==> src/isrs_pkg.sv <==
// ----------------------------------------------------------------------------
// isrs_pkg
// Types and codes shared by the integer set range sum unit.
// ----------------------------------------------------------------------------
package isrs_pkg;

    localparam logic FUNC_ADD   = 1'b0;
    localparam logic FUNC_QUERY = 1'b1;

    typedef enum logic [1:0] {
        ST_INSERTED = 2'd0,
        ST_PRESENT  = 2'd1,
        ST_FULL     = 2'd2,
        ST_QUERY    = 2'd3
    } isrs_status_t;

    typedef enum logic [1:0] {
        S_IDLE,
        S_SCAN,
        S_FINISH
    } isrs_state_t;

    typedef struct packed {
        logic               func;
        logic signed [63:0] add_value;
        logic signed [63:0] range_low;
        logic signed [63:0] range_high;
    } isrs_in_t;

    typedef struct packed {
        logic signed [63:0] range_total;
        logic [1:0]         add_status;
    } isrs_out_t;

endpackage

==> src/isrs_scan.sv <==
// ----------------------------------------------------------------------------
// isrs_scan
// Sequencer: walks the filled part of the table once per item, matching for
// adds and accumulating in-range members for queries, then appends on insert.
// ----------------------------------------------------------------------------
module isrs_scan
    import isrs_pkg::*;
#(
    parameter int CAPACITY = 256,
    parameter int ADDR_W   = 8,
    parameter int CNT_W    = 9
) (
    input  logic              clk,
    input  logic              rst_n,
    input  logic              in_valid,
    output logic              in_ready,
    input  isrs_in_t          in_data,
    output logic              res_valid,
    input  logic              res_take,
    output isrs_out_t         res_data,
    output logic              wr_en,
    output logic [ADDR_W-1:0] wr_addr,
    output logic [63:0]       wr_data,
    output logic              rd_en,
    output logic [ADDR_W-1:0] rd_addr,
    input  logic [63:0]       rd_data
);

    isrs_state_t        state_reg, state_next;
    isrs_in_t           item_reg;
    logic [CNT_W-1:0]   ptr_reg, ptr_next;
    logic [CNT_W-1:0]   count_reg, count_next;
    logic               pend_reg, pend_next;
    logic               found_reg, found_next;
    logic signed [63:0] acc_reg, acc_next;
    logic               accept;
    logic               issue;
    logic               in_range;
    logic               table_full;
    logic               do_insert;

    assign accept     = in_valid && in_ready;
    assign issue      = (state_reg == S_SCAN) && (ptr_reg < count_reg);
    assign table_full = (count_reg == CNT_W'(CAPACITY));
    assign in_range   = ($signed(rd_data) >= item_reg.range_low) &&
                        ($signed(rd_data) <= item_reg.range_high);
    assign do_insert  = (item_reg.func == FUNC_ADD) && !found_reg && !table_full;

    // next state
    always_comb
    begin
        state_next = state_reg;
        unique case (state_reg)
            S_IDLE:
            begin
                if (accept)
                begin
                    state_next = S_SCAN;
                end
            end
            S_SCAN:
            begin
                if (!issue && !pend_reg)
                begin
                    state_next = S_FINISH;
                end
            end
            S_FINISH:
            begin
                if (res_take)
                begin
                    state_next = S_IDLE;
                end
            end
            default:
            begin
                state_next = S_IDLE;
            end
        endcase
    end

    // outputs
    always_comb
    begin
        in_ready  = (state_reg == S_IDLE);
        rd_en     = issue;
        rd_addr   = ptr_reg[ADDR_W-1:0];
        res_valid = (state_reg == S_FINISH);
        wr_en     = (state_reg == S_FINISH) && res_take && do_insert;
        wr_addr   = count_reg[ADDR_W-1:0];
        wr_data   = item_reg.add_value;
        if (item_reg.func == FUNC_QUERY)
        begin
            res_data.range_total = acc_reg;
            res_data.add_status  = ST_QUERY;
        end
        else
        begin
            res_data.range_total = '0;
            if (found_reg)
            begin
                res_data.add_status = ST_PRESENT;
            end
            else if (table_full)
            begin
                res_data.add_status = ST_FULL;
            end
            else
            begin
                res_data.add_status = ST_INSERTED;
            end
        end
    end

    // datapath
    always_comb
    begin
        ptr_next   = ptr_reg;
        pend_next  = issue;
        found_next = found_reg;
        acc_next   = acc_reg;
        count_next = count_reg;
        if (accept)
        begin
            ptr_next   = '0;
            found_next = 1'b0;
            acc_next   = '0;
        end
        if (issue)
        begin
            ptr_next = ptr_reg + 1'b1;
        end
        if (pend_reg)
        begin
            if (rd_data == item_reg.add_value)
            begin
                found_next = 1'b1;
            end
            if (in_range)
            begin
                acc_next = acc_reg + $signed(rd_data);
            end
        end
        if (wr_en)
        begin
            count_next = count_reg + 1'b1;
        end
    end

    always_ff @(posedge clk or negedge rst_n)
    begin
        if (!rst_n)
        begin
            state_reg <= S_IDLE;
            ptr_reg   <= '0;
            count_reg <= '0;
            pend_reg  <= 1'b0;
            found_reg <= 1'b0;
            acc_reg   <= '0;
        end
        else
        begin
            state_reg <= state_next;
            ptr_reg   <= ptr_next;
            count_reg <= count_next;
            pend_reg  <= pend_next;
            found_reg <= found_next;
            acc_reg   <= acc_next;
        end
    end

    // hold the accepted item for the whole walk
    always_ff @(posedge clk)
    begin
        if (accept)
        begin
            item_reg <= in_data;
        end
    end

    a_count_bound: assert property (@(posedge clk) disable iff (!rst_n)
        count_reg <= CNT_W'(CAPACITY))
        else $error("member count beyond capacity");

    a_write_only_finish: assert property (@(posedge clk) disable iff (!rst_n)
        wr_en |-> (state_reg == S_FINISH) && !pend_reg && !rd_en)
        else $error("table write overlaps the walk");

    a_accept_starts_scan: assert property (@(posedge clk) disable iff (!rst_n)
        accept |=> (state_reg == S_SCAN) && (ptr_reg == '0))
        else $error("accepted item did not start a walk");

    a_pend_in_scan: assert property (@(posedge clk) disable iff (!rst_n)
        pend_reg |-> (state_reg == S_SCAN))
        else $error("read data returned outside the walk");

    a_count_step: assert property (@(posedge clk) disable iff (!rst_n)
        wr_en |=> (count_reg == $past(count_reg) + 1'b1))
        else $error("insert did not advance the member count");

endmodule

==> config.mk <==
export PLATFORM = sky130hd
export DESIGN_NAME = isrs_scan
export DESIGN_NICKNAME = d
export VERILOG_FILES = /design/src/isrs_pkg.sv /design/src/isrs_scan.sv
export SDC_FILE = /design/constraint.sdc
export NUM_CORES = 1
export LEC_CHECK = 0
export ABC_AREA = 1
export BUFFER_PORTS_ARGS = -buffer_cell sky130_fd_sc_hd__buf_4
export CORE_ASPECT_RATIO = 1.5
export CORE_MARGIN = 4
export CORE_UTILIZATION = 50
export CTS_BUF_LIST = sky130_fd_sc_hd__clkbuf_8
export DETAILED_ROUTE_END_ITERATION = 7
export PLACE_DENSITY = 0.78
export SYNTH_ARGS = -nofsm -noshare
export SYNTH_HDL_FRONTEND = slang
export SYNTH_SLANG_ARGS = --single-unit
export TNS_END_PERCENT = 20
==> constraint.sdc <==
create_clock -name clk -period 7 [get_ports clk]
set_clock_uncertainty 0.2 [all_clocks]
set_input_delay 0.7 -clock clk [delete_from_list [all_inputs] [get_ports clk]]
set_output_delay 0.7 -clock clk [all_outputs]
set_load 0.01 [all_outputs]
==> metrics, run 1 <==
initial antenna violation count 1; Via density 5.25; gpl congestion 0.985; CP cell instances inv_1 -> ha_1 -> nand2_1 -> nor3_1 -> nand3_1 -> nor3_2 -> nand2_1 -> nand3_1 -> nand3_1 -> nand3_2 -> buf_4 -> o21ai_0; routed vias 17800; Die H 252 um; CP most frequent cell nand3_1; Total Wirelength 65700 um; CP delay by family, top simple AND/OR/NAND/NOR gates; CP max stage delay 0.67 ns; Initial Util 0.505; critical path peak fanout 69; total CTS buffers 44; number of synthesized flops with an enable pin 193; P&R area growth vs syn 19.3%; Slowest-stage cell, CP nor3_1; Storage cell area 7950 um2; core footprint 39300 um2; initial DRC count 1097; flop-to-flop setup slack 2.84 ns; leakage 12.4 nW; startpoint types flop; Worst-path clk slew 0.07 ns; post-DR wirelength/cell 19.4 um; H-Tree Depth 2; required time worst endpoint 7.22 ns; ys flop type edfxtp_1; max reg flops 129; Critical Path AT 4.38 ns; Die Area 43000 um2; count leader, synth nand2_1; Detail Placement HPWL 53600 um; worst vdd ir 0.000199 V; syn_nets 2968; CTS tree yes; Hold Path Depth 1; Sink Count 279; RSZ-0062 raised after global routing no; status completed; Ys Warns 0; Skew-Pair Late Insertion Delay 0.59 ns; Pre-antenna DRT Iters 5; sequential fraction of the synthesis area 0.400; number of synthesized register bits 279; fill count 3536; Yosys top cell area share 0.292; Avg Inst Size Synth 7.93 um2; Crit. End Element flop; vias in the first global route 18400; Hold Fails Final Rpt 0; crit path to acc_reg[32]; multi-input logic area 9420 um2; number of core rows 89; Maximum Capacitance Violations 0; Root Driver clkbuf_8; DRC errors left 0; Resize count post-CTS 0; CP bufs+invs 2; Chip Width 171 um; worst r2r src item_reg[47]; post-CTS setup buffers 0; Tmin final 4.16 ns; Total GRT Usage 0.296; Final Max Tran Viols 0; share of cells above drive strength 1 0.168; Unique masters post-synth 45; Async S/R FF share, synth 0.308; area of the mapped netlist 19900 um2; pwr/cell area 314 nW/um2; CTS Buffer Depth 3; HP Class input port to flop; port bufs 410; setup TNS 0 ns; Yosys top cell by area edfxtp_1; critical path class flop to flop; Tcrit/Tclk final 0.594; CTS hold repair buffers 0; Slew HR 0.165; Setup-failing EPs final 0; WP depth 12; Max Clock Freq 241 MHz; ANT nets after route 0; Slew @ Worst Pin 1.25 ns; global route overflow 0; Post-Syn Instances 2504; I/O Pins 411; largest net degree at the start of global routing 120; end of the worst register-to-register path acc_reg[32]; worst setup path startpoint item_reg[47]; # nets final 3321; global-route wire length before repair 99000 um; Synth top cells by count 632 x nand2_1, 460 x inv_1, 223 x nor2_1; largest cells by area after synthesis edfxtp_1 29%, ha_1 13%, nand2_1 12%, dfrtp_1 11%, inv_1 8.7%; R2R cell count 12; fin util 0.603
## metrics by stage
step | total power [mW] | worst slack (ns) | instance area, um2 | hold slack [ns] | std cells
3_5_place_dp | 6.07 | 2.44 | 22800 | 0.317 | 3311
6_report | 7.45 | 2.84 | 23700 | 0.0819 | 3390
4_1_cts | 7.47 | 2.92 | 23700 | 0.0467 | 3389
5_1_grt | 7.98 | 2.66 | 23700 | 0.0584 | 3390
3_3_place_gp | 5.99 | 2.47 | 22800 | 0.313 | 3311
2_1_floorplan | 4.85 | 1.61 | 19900 | 0.204 | 2504
## final cells by class
class / instances / share of cell area
sequential: 279 / 0.336
timing repair buffer: 415 / 0.132
antenna: 1 / 0.000106
clock buffer: 48 / 0.0279
inverter: 460 / 0.0732
tap: 500 / 0.0264
multi-input combinational: 1657 / 0.398
clock inverter: 30 / 0.00750
## power breakdown
part / total (mW) / leakage [nW] / switching [mW] / internal (mW)
clock network: 1.38 / 0.485 / 0.674 / 0.704
registers: 2.45 / 2.86 / 0.265 / 2.19
logic: 3.62 / 9.06 / 2.32 / 1.29
## worst min path at each step
stage                  from            end  slack, ns
6_report       in_data[120]  item_reg[120]       0.08
5_1_grt        in_data[121]  item_reg[121]       0.06
4_1_cts        in_data[120]  item_reg[120]       0.05
3_5_place_dp      found_reg      found_reg       0.32
3_3_place_gp    acc_reg[11]    acc_reg[11]       0.31
2_1_floorplan         rst_n     acc_reg[0]       0.20
## metal layers
metal / track usage / vias to the layer above / share of wire
met5: 0 / - / 0
met3: 0.0401 / 151 / 0.050
met2: 0.575 / 571 / 0.55
li1: - / 8741 / -
met4: 0.141 / 0 / 0.053
met1: 0.307 / 8331 / 0.35
## cells by family (layout without fill, tap and decap cells)
| family | Yosys count | in the layout | share of synthesized area |
|---|---|---|---|
| AO/OA/AOI/OAI | 311 | 311 | 0.0887 |
| XOR/XNOR | 91 | 91 | 0.0401 |
| adder cells (fa/ha/maj) | 203 | 203 | 0.128 |
| buffers and inverters | 568 | 953 | 0.125 |
| flip-flops | 279 | 279 | 0.400 |
| other | 0 | 1 | 0 |
| AND/OR/NAND/NOR | 1052 | 1052 | 0.217 |
## placed cells by master, fill, tap and decap left out, types with 2 or more instances in the layout
| cell | instances |
|---|---|
| a211oi_1 | 2 |
| nand4_1 | 33 |
| nand2_1 | 631 |
| o21a_1 | 8 |
| nand3b_1 | 7 |
| nor2_1 | 223 |
| ha_1 | 202 |
| a21oi_1 | 139 |
| nor3_1 | 18 |
| a221oi_1 | 2 |
| xor2_1 | 54 |
| o21bai_1 | 11 |
| or2_2 | 4 |
| nand3_1 | 115 |
| o22ai_1 | 8 |
| a31oi_1 | 13 |
| xnor2_1 | 37 |
| clkbuf_8 | 48 |
| buf_4 | 415 |
| a21boi_0 | 7 |
| a22o_1 | 2 |
| edfxtp_1 | 193 |
| dfrtp_1 | 86 |
| o21ai_0 | 87 |
| clkinv_1 | 6 |
| nor2_2 | 2 |
| o32ai_1 | 2 |
| bufinv_16 | 2 |
| o2111ai_1 | 7 |
| clkinv_2 | 7 |
| a21o_1 | 13 |
| inv_1 | 473 |
| o211ai_1 | 6 |
| nor4_1 | 11 |
| nand3_2 | 2 |
## worst register-to-register path: cells and delay by family, from the launching register on
kind	cells	cell delay [ns]
adder cells (fa/ha/maj)	1	0.28
flip-flops	1	0.33
AND/OR/NAND/NOR	8	2.23
buffers and inverters	2	0.67
AO/OA/AOI/OAI	1	0.27
No activity file was read; power rests on OpenSTA's default activity.
==> inputs of run 2 (changes only) <==
Settings changed: ABC_AREA 1 to 0, PLACE_DENSITY 0.78 to 0.82.
Clock period 7 ns to 3.5 ns, I/O delays scaled along.
==> metrics, run 2 <==
critical path peak fanout 3 (-96%); Tcrit/Tclk final 0.981; ys flop type edfxtp_1; post-DR wirelength/cell 23.1 um (+19%); Die H 242 um (-4.1%); Detail Placement HPWL 47100 um (-12%); Crit. End Element primary output; Sink Count 279 (unchanged); I/O Pins 411 (unchanged); Tmin final 3.43 ns; Post-DP Area 21600 um2 (-5.6%); initial DRC count 1260 (+15%); largest net degree at the start of global routing 78 (-35%); # nets final 2823 (-15%); worst vdd ir 0.000401 V (+100%); routed vias 16400 (-7.6%); leakage 12.0 nW (-3.5%); Setup-failing EPs final 0 (unchanged); global route overflow 0 (unchanged); Yosys top cell by area edfxtp_1; syn_nets 2218 (-25%); end of the worst register-to-register path acc_reg[51]; Final Max Tran Viols 0 (unchanged); Skew-Pair Late Insertion Delay 0.61 ns (+0.02 ns); count leader, synth ha_1; Via density 5.71 (+8.8%); Root Driver clkbuf_8; H-Tree Depth 2 (unchanged); required time worst endpoint 2.95 ns (-4.27 ns); status completed; Ys Warns 0 (unchanged); number of core rows 85 (-4.5%); area of the mapped netlist 18200 um2 (-8.4%); CP most frequent cell a21o_1; most frequent cells in the layout 485 x buf_4, 200 x ha_1, 197 x dlygate4sd3_1; CP cell instances inv_2 -> ha_4 -> a21o_1 -> a21o_1 -> a21o_1 -> a21o_1 -> a21o_1 -> a21o_1 -> a21o_1 -> a211oi_4 -> buf_6 -> buf_6; Max Clock Freq 291 MHz; P&R area growth vs syn 36.0%; total CTS buffers 46 (+4.5%); most common cell after layout, fill and taps aside buf_4; CP max stage delay 0.39 ns (-0.28 ns); Critical Path AT 2.88 ns (-1.50 ns); Chip Width 164 um (-4.1%); Initial Util 0.506 (+0.00101); CTS Buffer Depth 3 (unchanged); vias in the first global route 17300 (-6.2%); Setup WS pre-CTS -0.436 ns (-2.88 ns); Die Area 39600 um2 (-8.0%); DRC errors left 0 (unchanged); sequential fraction of the synthesis area 0.437 (+0.0366); CTS tree yes; port bufs 410 (unchanged); R2R cell count 12 (unchanged); flop-to-flop setup slack 0.14 ns (-2.70 ns); initial antenna violation count 3 (+2); setup TNS 0 ns (unchanged); Yosys top cell area share 0.319 (+0.0267); RSZ-0062 raised after global routing yes; pwr/cell area 593 nW/um2 (+89%); fill count 2549 (-28%); final worst setup slack 0.0661 ns (-2.78 ns); Synth top cells by count 202 x ha_1, 193 x edfxtp_1, 166 x inv_1; fin util 0.688 (+0.0855); Slowest-stage cell, CP dfrtp_1; CP bufs+invs 3 (+1); Tot Pwr 14.7 mW (+97%); max reg flops 129 (unchanged); startpoint types flop; core footprint 35900 um2 (-8.6%); HP Class input port to flop; Slew @ Worst Pin 0.957 ns (-0.296 ns); Hold Fails Final Rpt 0 (unchanged); Post-Syn Instances 1754 (-30%); number of synthesized register bits 279 (unchanged); CP delay by family, top compound AO/OA/AOI/OAI gates; gpl congestion 0.984 (about the same); Final Cell Area 24700 um2 (+4.4%); critical path class flop to primary output; Async S/R FF share, synth 0.308 (unchanged); crit path to rd_en; Total GRT Usage 0.321 (+0.0248); worst setup path startpoint count_reg[1]; ANT nets after route 0 (unchanged); Pre-antenna DRT Iters 6 (+1); Total Wirelength 66600 um (+1.4%); number of synthesized flops with an enable pin 193 (unchanged); Unique masters post-synth 75 (+67%); global-route wire length before repair 97200 um (-1.9%); Slew HR 0.362 (+0.198); WP depth 12 (unchanged); Avg Inst Size Synth 10.4 um2 (+31%); Worst-path clk slew 0.07 ns (about the same); worst r2r src acc_reg[34]; Maximum Capacitance Violations 0 (unchanged); largest cells by area after synthesis edfxtp_1 32%, ha_1 14%, dfrtp_1 12%, a21o_1 4.5%, xnor2_1 3.8%; share of cells above drive strength 1 0.254 (+0.0863)
[run 2: cell types whose count changed after synthesis, moves of 42 or more]
cell	delta
nor2_1	-179
a21o_1	+96
inv_1	-294
nand2_1	-563
and2_1	+65
o21ai_1	+59
xnor2_1	+42
[run 2: stage by stage]
stage	cells	hold WS (ns)
after floorplan	1754	-0.146
after global placement	2582	0.295
after detailed placement	2582	0.303
after CTS	2869	0.00411
after global routing	2878	0.0356
final	2878	0.0451
[run 2: worst reg2reg max path, stage by stage, from the launching register on]
cell and delay (ns):
dfrtp_1 0.40, ha_1 0.38, a21o_2 0.26, a221o_1 0.35, a21o_1 0.19, a21o_1 0.18, a21oi_2 0.16, o21ai_0 0.12
o21ai_1 0.23, a21oi_2 0.09, o221a_2 0.26, o21a_1 0.18, o31ai_1 0.26
[run 2: worst min-delay path by stage]
stage | from | end | slack [ns] | cells past startpoint
floorplan | rst_n | acc_reg[0] | -0.15 | 0
global placement | acc_reg[63] | acc_reg[63] | 0.30 | 1
detailed placement | acc_reg[63] | acc_reg[63] | 0.30 | 1
CTS | rd_data[0] | acc_reg[0] | 0.004 | 4
global route | rd_data[0] | acc_reg[0] | 0.04 | 4
finish | rd_data[0] | acc_reg[0] | 0.05 | 4
[run 2: layer usage]
metal  wire [um]  GRT usage  vias up
met3        4450     0.0581      317
met4        6750      0.275        0
met1       22800      0.338     7793
li1            -          -     7465
met5           0          0        -
met2       32700      0.545      860
[run 2: area by class of cell]
type	count	area (um2)	share of cell area
timing repair buffer	693	5820	0.235
antenna	3	7.51	0.000304
multi-input combinational	1173	8760	0.354
clock buffer	52	716	0.0289
clock inverter	34	262	0.0106
inverter	166	627	0.0253
tap	478	598	0.0242
sequential	279	7950	0.321
[run 2: logic make-up after synthesis]
group                      after synthesis  share of synthesized area
and+or+nand+nor                        394                      0.115
xor gates and xnor gates               126                     0.0607
adders and majority gates              203                      0.140
DFF                                    279                      0.437
muxes                                   12                    0.00688
buffers and inverters                  303                     0.0880
AOI/OAI and AO/OA                      437                      0.152
[run 2: what timing repair did]
action                                  in CTS  in global routing
endpoints found under the setup margin      65                 65
hold buffers                               197                  0
endpoints found under the hold margin      256                  0
setup buffers                                4                  3
pin swaps                                    3                 17
cloned                                       0                  3
resized for setup                            5                 22
[run 2: report_power, final]
| part | switching [mW] | internal [mW] | total [mW] |
|---|---|---|---|
| Clock | 1.49 | 1.67 | 3.16 |
| Sequential | 0.549 | 4.43 | 4.98 |
| Combinational | 3.67 | 2.87 | 6.53 |
==> inputs of run 3 (changes only) <==
Settings changed: SETUP_SLACK_MARGIN set to 0.4.
==> metrics, run 3 (synthesis gave the netlist of run 2 again) <==
share of cells above drive strength 1 0.298 (+0.0431); max reg flops 129 (unchanged); Via density 5.86 (+2.7%); Hold EP acc_reg[10]; Reg power frac 0.325 (-0.014); Tcrit/Tclk final 0.965 (-0.0164); initial antenna violation count 5 (+2); DRC errors left 0 (unchanged); flop-to-flop setup slack 0.13 ns (about the same); pwr/cell area 598 nW/um2 (+0.84%); RSZ-0062 raised after global routing yes; ANT nets after route 0 (unchanged); Final Max Tran Viols 0 (unchanged); Clk pwr share 0.205 (-0.011); routed vias 17100 (+3.8%); Chip Width 164 um (unchanged); Sw Ratio 0.394 (+0.00497); Slowest-stage cell, CP dfrtp_1; most common cell after layout, fill and taps aside buf_4; vias in the first global route 17900 (+3.3%); Total GRT Usage 0.335 (+0.0135); status completed; R2R cell count 14 (+2); Slew HR 0.365 (+0.00324); Psw 6.08 mW (+6.5%); leakage 12.3 nW (+2.9%); total CTS buffers 46 (unchanged); Hold Fails Final Rpt 0 (unchanged); most frequent cells in the layout 493 x buf_4, 198 x dlygate4sd3_1, 193 x edfxtp_1; Crit. End Element primary output; worst r2r src item_reg[37]; Skew-Pair Late Insertion Delay 0.61 ns (about the same); Maximum Capacitance Violations 0 (unchanged); port bufs 410 (unchanged); Int Pwr 9.36 mW (+4.3%); P&R area growth vs syn 41.8%; Root Driver clkbuf_8; Tot Pwr 15.4 mW (+5.2%); post-DR wirelength/cell 24.3 um (+4.8%); startpoint types flop; fill count 2352 (-7.7%); Die Area 39600 um2 (unchanged); Critical Path AT 2.83 ns (-0.05 ns); global-route wire length before repair 101000 um (+4.2%); core footprint 35900 um2 (unchanged); Die H 242 um (unchanged); Sink Count 279 (unchanged); I/O Pins 411 (unchanged); Slew @ Worst Pin 0.952 ns (-0.00485 ns); CP bufs+invs 3 (unchanged); CTS tree yes; Hold Path Depth 4 (unchanged); CTS Buffer Depth 3 (unchanged); Pre-antenna DRT Iters 7 (+1); HP Class input port to flop; worst vdd ir 0.000401 V (+0.17%); Tmin final 3.38 ns (-0.0573 ns); required time worst endpoint 2.95 ns (about the same); Initial Util 0.506 (unchanged); global route overflow 0 (unchanged); H-Tree Depth 2 (unchanged); Detail Placement HPWL 47100 um (unchanged); end of the worst register-to-register path acc_reg[61]; Total Wirelength 70600 um (+5.9%); Max Clock Freq 296 MHz (+1.7%); initial DRC count 1413 (+12%); number of core rows 85 (unchanged); CP max stage delay 0.40 ns (about the same); Worst-path clk slew 0.07 ns (about the same); # nets final 2852 (+1.0%); critical path peak fanout 2 (-1); CP most frequent cell a21o_1; Setup-failing EPs final 0 (unchanged); worst hold start rd_data[10]; CP cell instances inv_2 -> ha_4 -> a21o_1 -> a21o_1 -> a21o_1 -> a21o_1 -> a21o_1 -> a21o_1 -> a21o_1 -> a211oi_4 -> buf_6 -> buf_6; largest net degree at the start of global routing 78 (unchanged); CP delay by family, top compound AO/OA/AOI/OAI gates; critical path class flop to primary output; gpl congestion 0.984 (unchanged); Combinational Power Share 0.471 (+0.026); Fin Hold WS 0.0622 ns (+0.0170 ns)
## run 3: worst reg2reg max path, cell delays in order (launching register included)
cell	delay [ns]
edfxtp_1	0.38
inv_1	0.08
ha_1	0.25
a21o_1	0.21
a21o_1	0.19
a21oi_1	0.20
o21ai_1	0.12
a21oi_2	0.29
o211ai_1	0.15
a21oi_2	0.17
mux2i_2	0.28
or2_4	0.24
buf_12	0.15
nor2_1	0.05
a211o_1	0.29
## run 3: power by group through the flow
stage | combinational [mW] | sequential [mW] | clock, mW
6_report | 7.27 | 5.01 | 3.16
5_1_grt | 7.75 | 5.07 | 3.33
4_1_cts | 6.72 | 4.95 | 3.14
3_5_place_dp | 5.96 | 5.00 | 0
3_3_place_gp | 5.81 | 4.97 | 0
2_1_floorplan | 4.02 | 4.86 | 0
## run 3: layout make-up
type,count,area (um2),area share
Antenna cell,5,12.5,0.000485
Clock buffer,52,716,0.0277
Sequential cell,279,7950,0.308
Inverter,166,627,0.0243
Clock inverter,34,262,0.0101
Timing Repair Buffer,723,6370,0.247
Multi-Input combinational cell,1172,9270,0.359
Tap cell,478,598,0.0232
## run 3: layer usage
layer  GRT usage  wire, um  vias up
met1       0.352     23600     8058
met5           0         0        -
li1            -         -     7533
met2       0.574     34600     1077
met4       0.272      7040        0
met3      0.0612      5270      385
## run 3: repair_timing
action	4_1_cts	5_1_grt
endpoints found under the hold margin	257	0
gates cloned	8	8
pin swaps	49	25
setup endpoints to repair	71	69
buffers inserted	18	4
gates resized for setup	103	52
hold buffers	198	0
## run 3: metrics by stage
stage	worst slack, ns	setup TNS (ns)	instance area [um2]	instances	utilization
floorplan	-0.806	-110.66	18200	1754	-
global placement	-0.416	-23.81	21600	2582	0.600
detailed placement	-0.436	-24.89	21600	2582	0.600
CTS	0.103	0	25400	2892	0.706
global route	-0.00435	-0.00435	25800	2909	0.718
finish	0.123	0	25800	2909	0.718
## run 3: worst max path at each step
stage / cells past startpoint / endpoint / startpoint / slack, ns
2_1_floorplan: 5 / ptr_reg[2] / state_reg[0] / -0.81
3_3_place_gp: 12 / acc_reg[61] / rd_data[61] / -0.42
3_5_place_dp: 13 / acc_reg[0] / rd_data[61] / -0.44
4_1_cts: 12 / rd_en / count_reg[1] / 0.10
5_1_grt: 13 / acc_reg[61] / item_reg[105] / -0.004
6_report: 12 / rd_en / count_reg[1] / 0.12
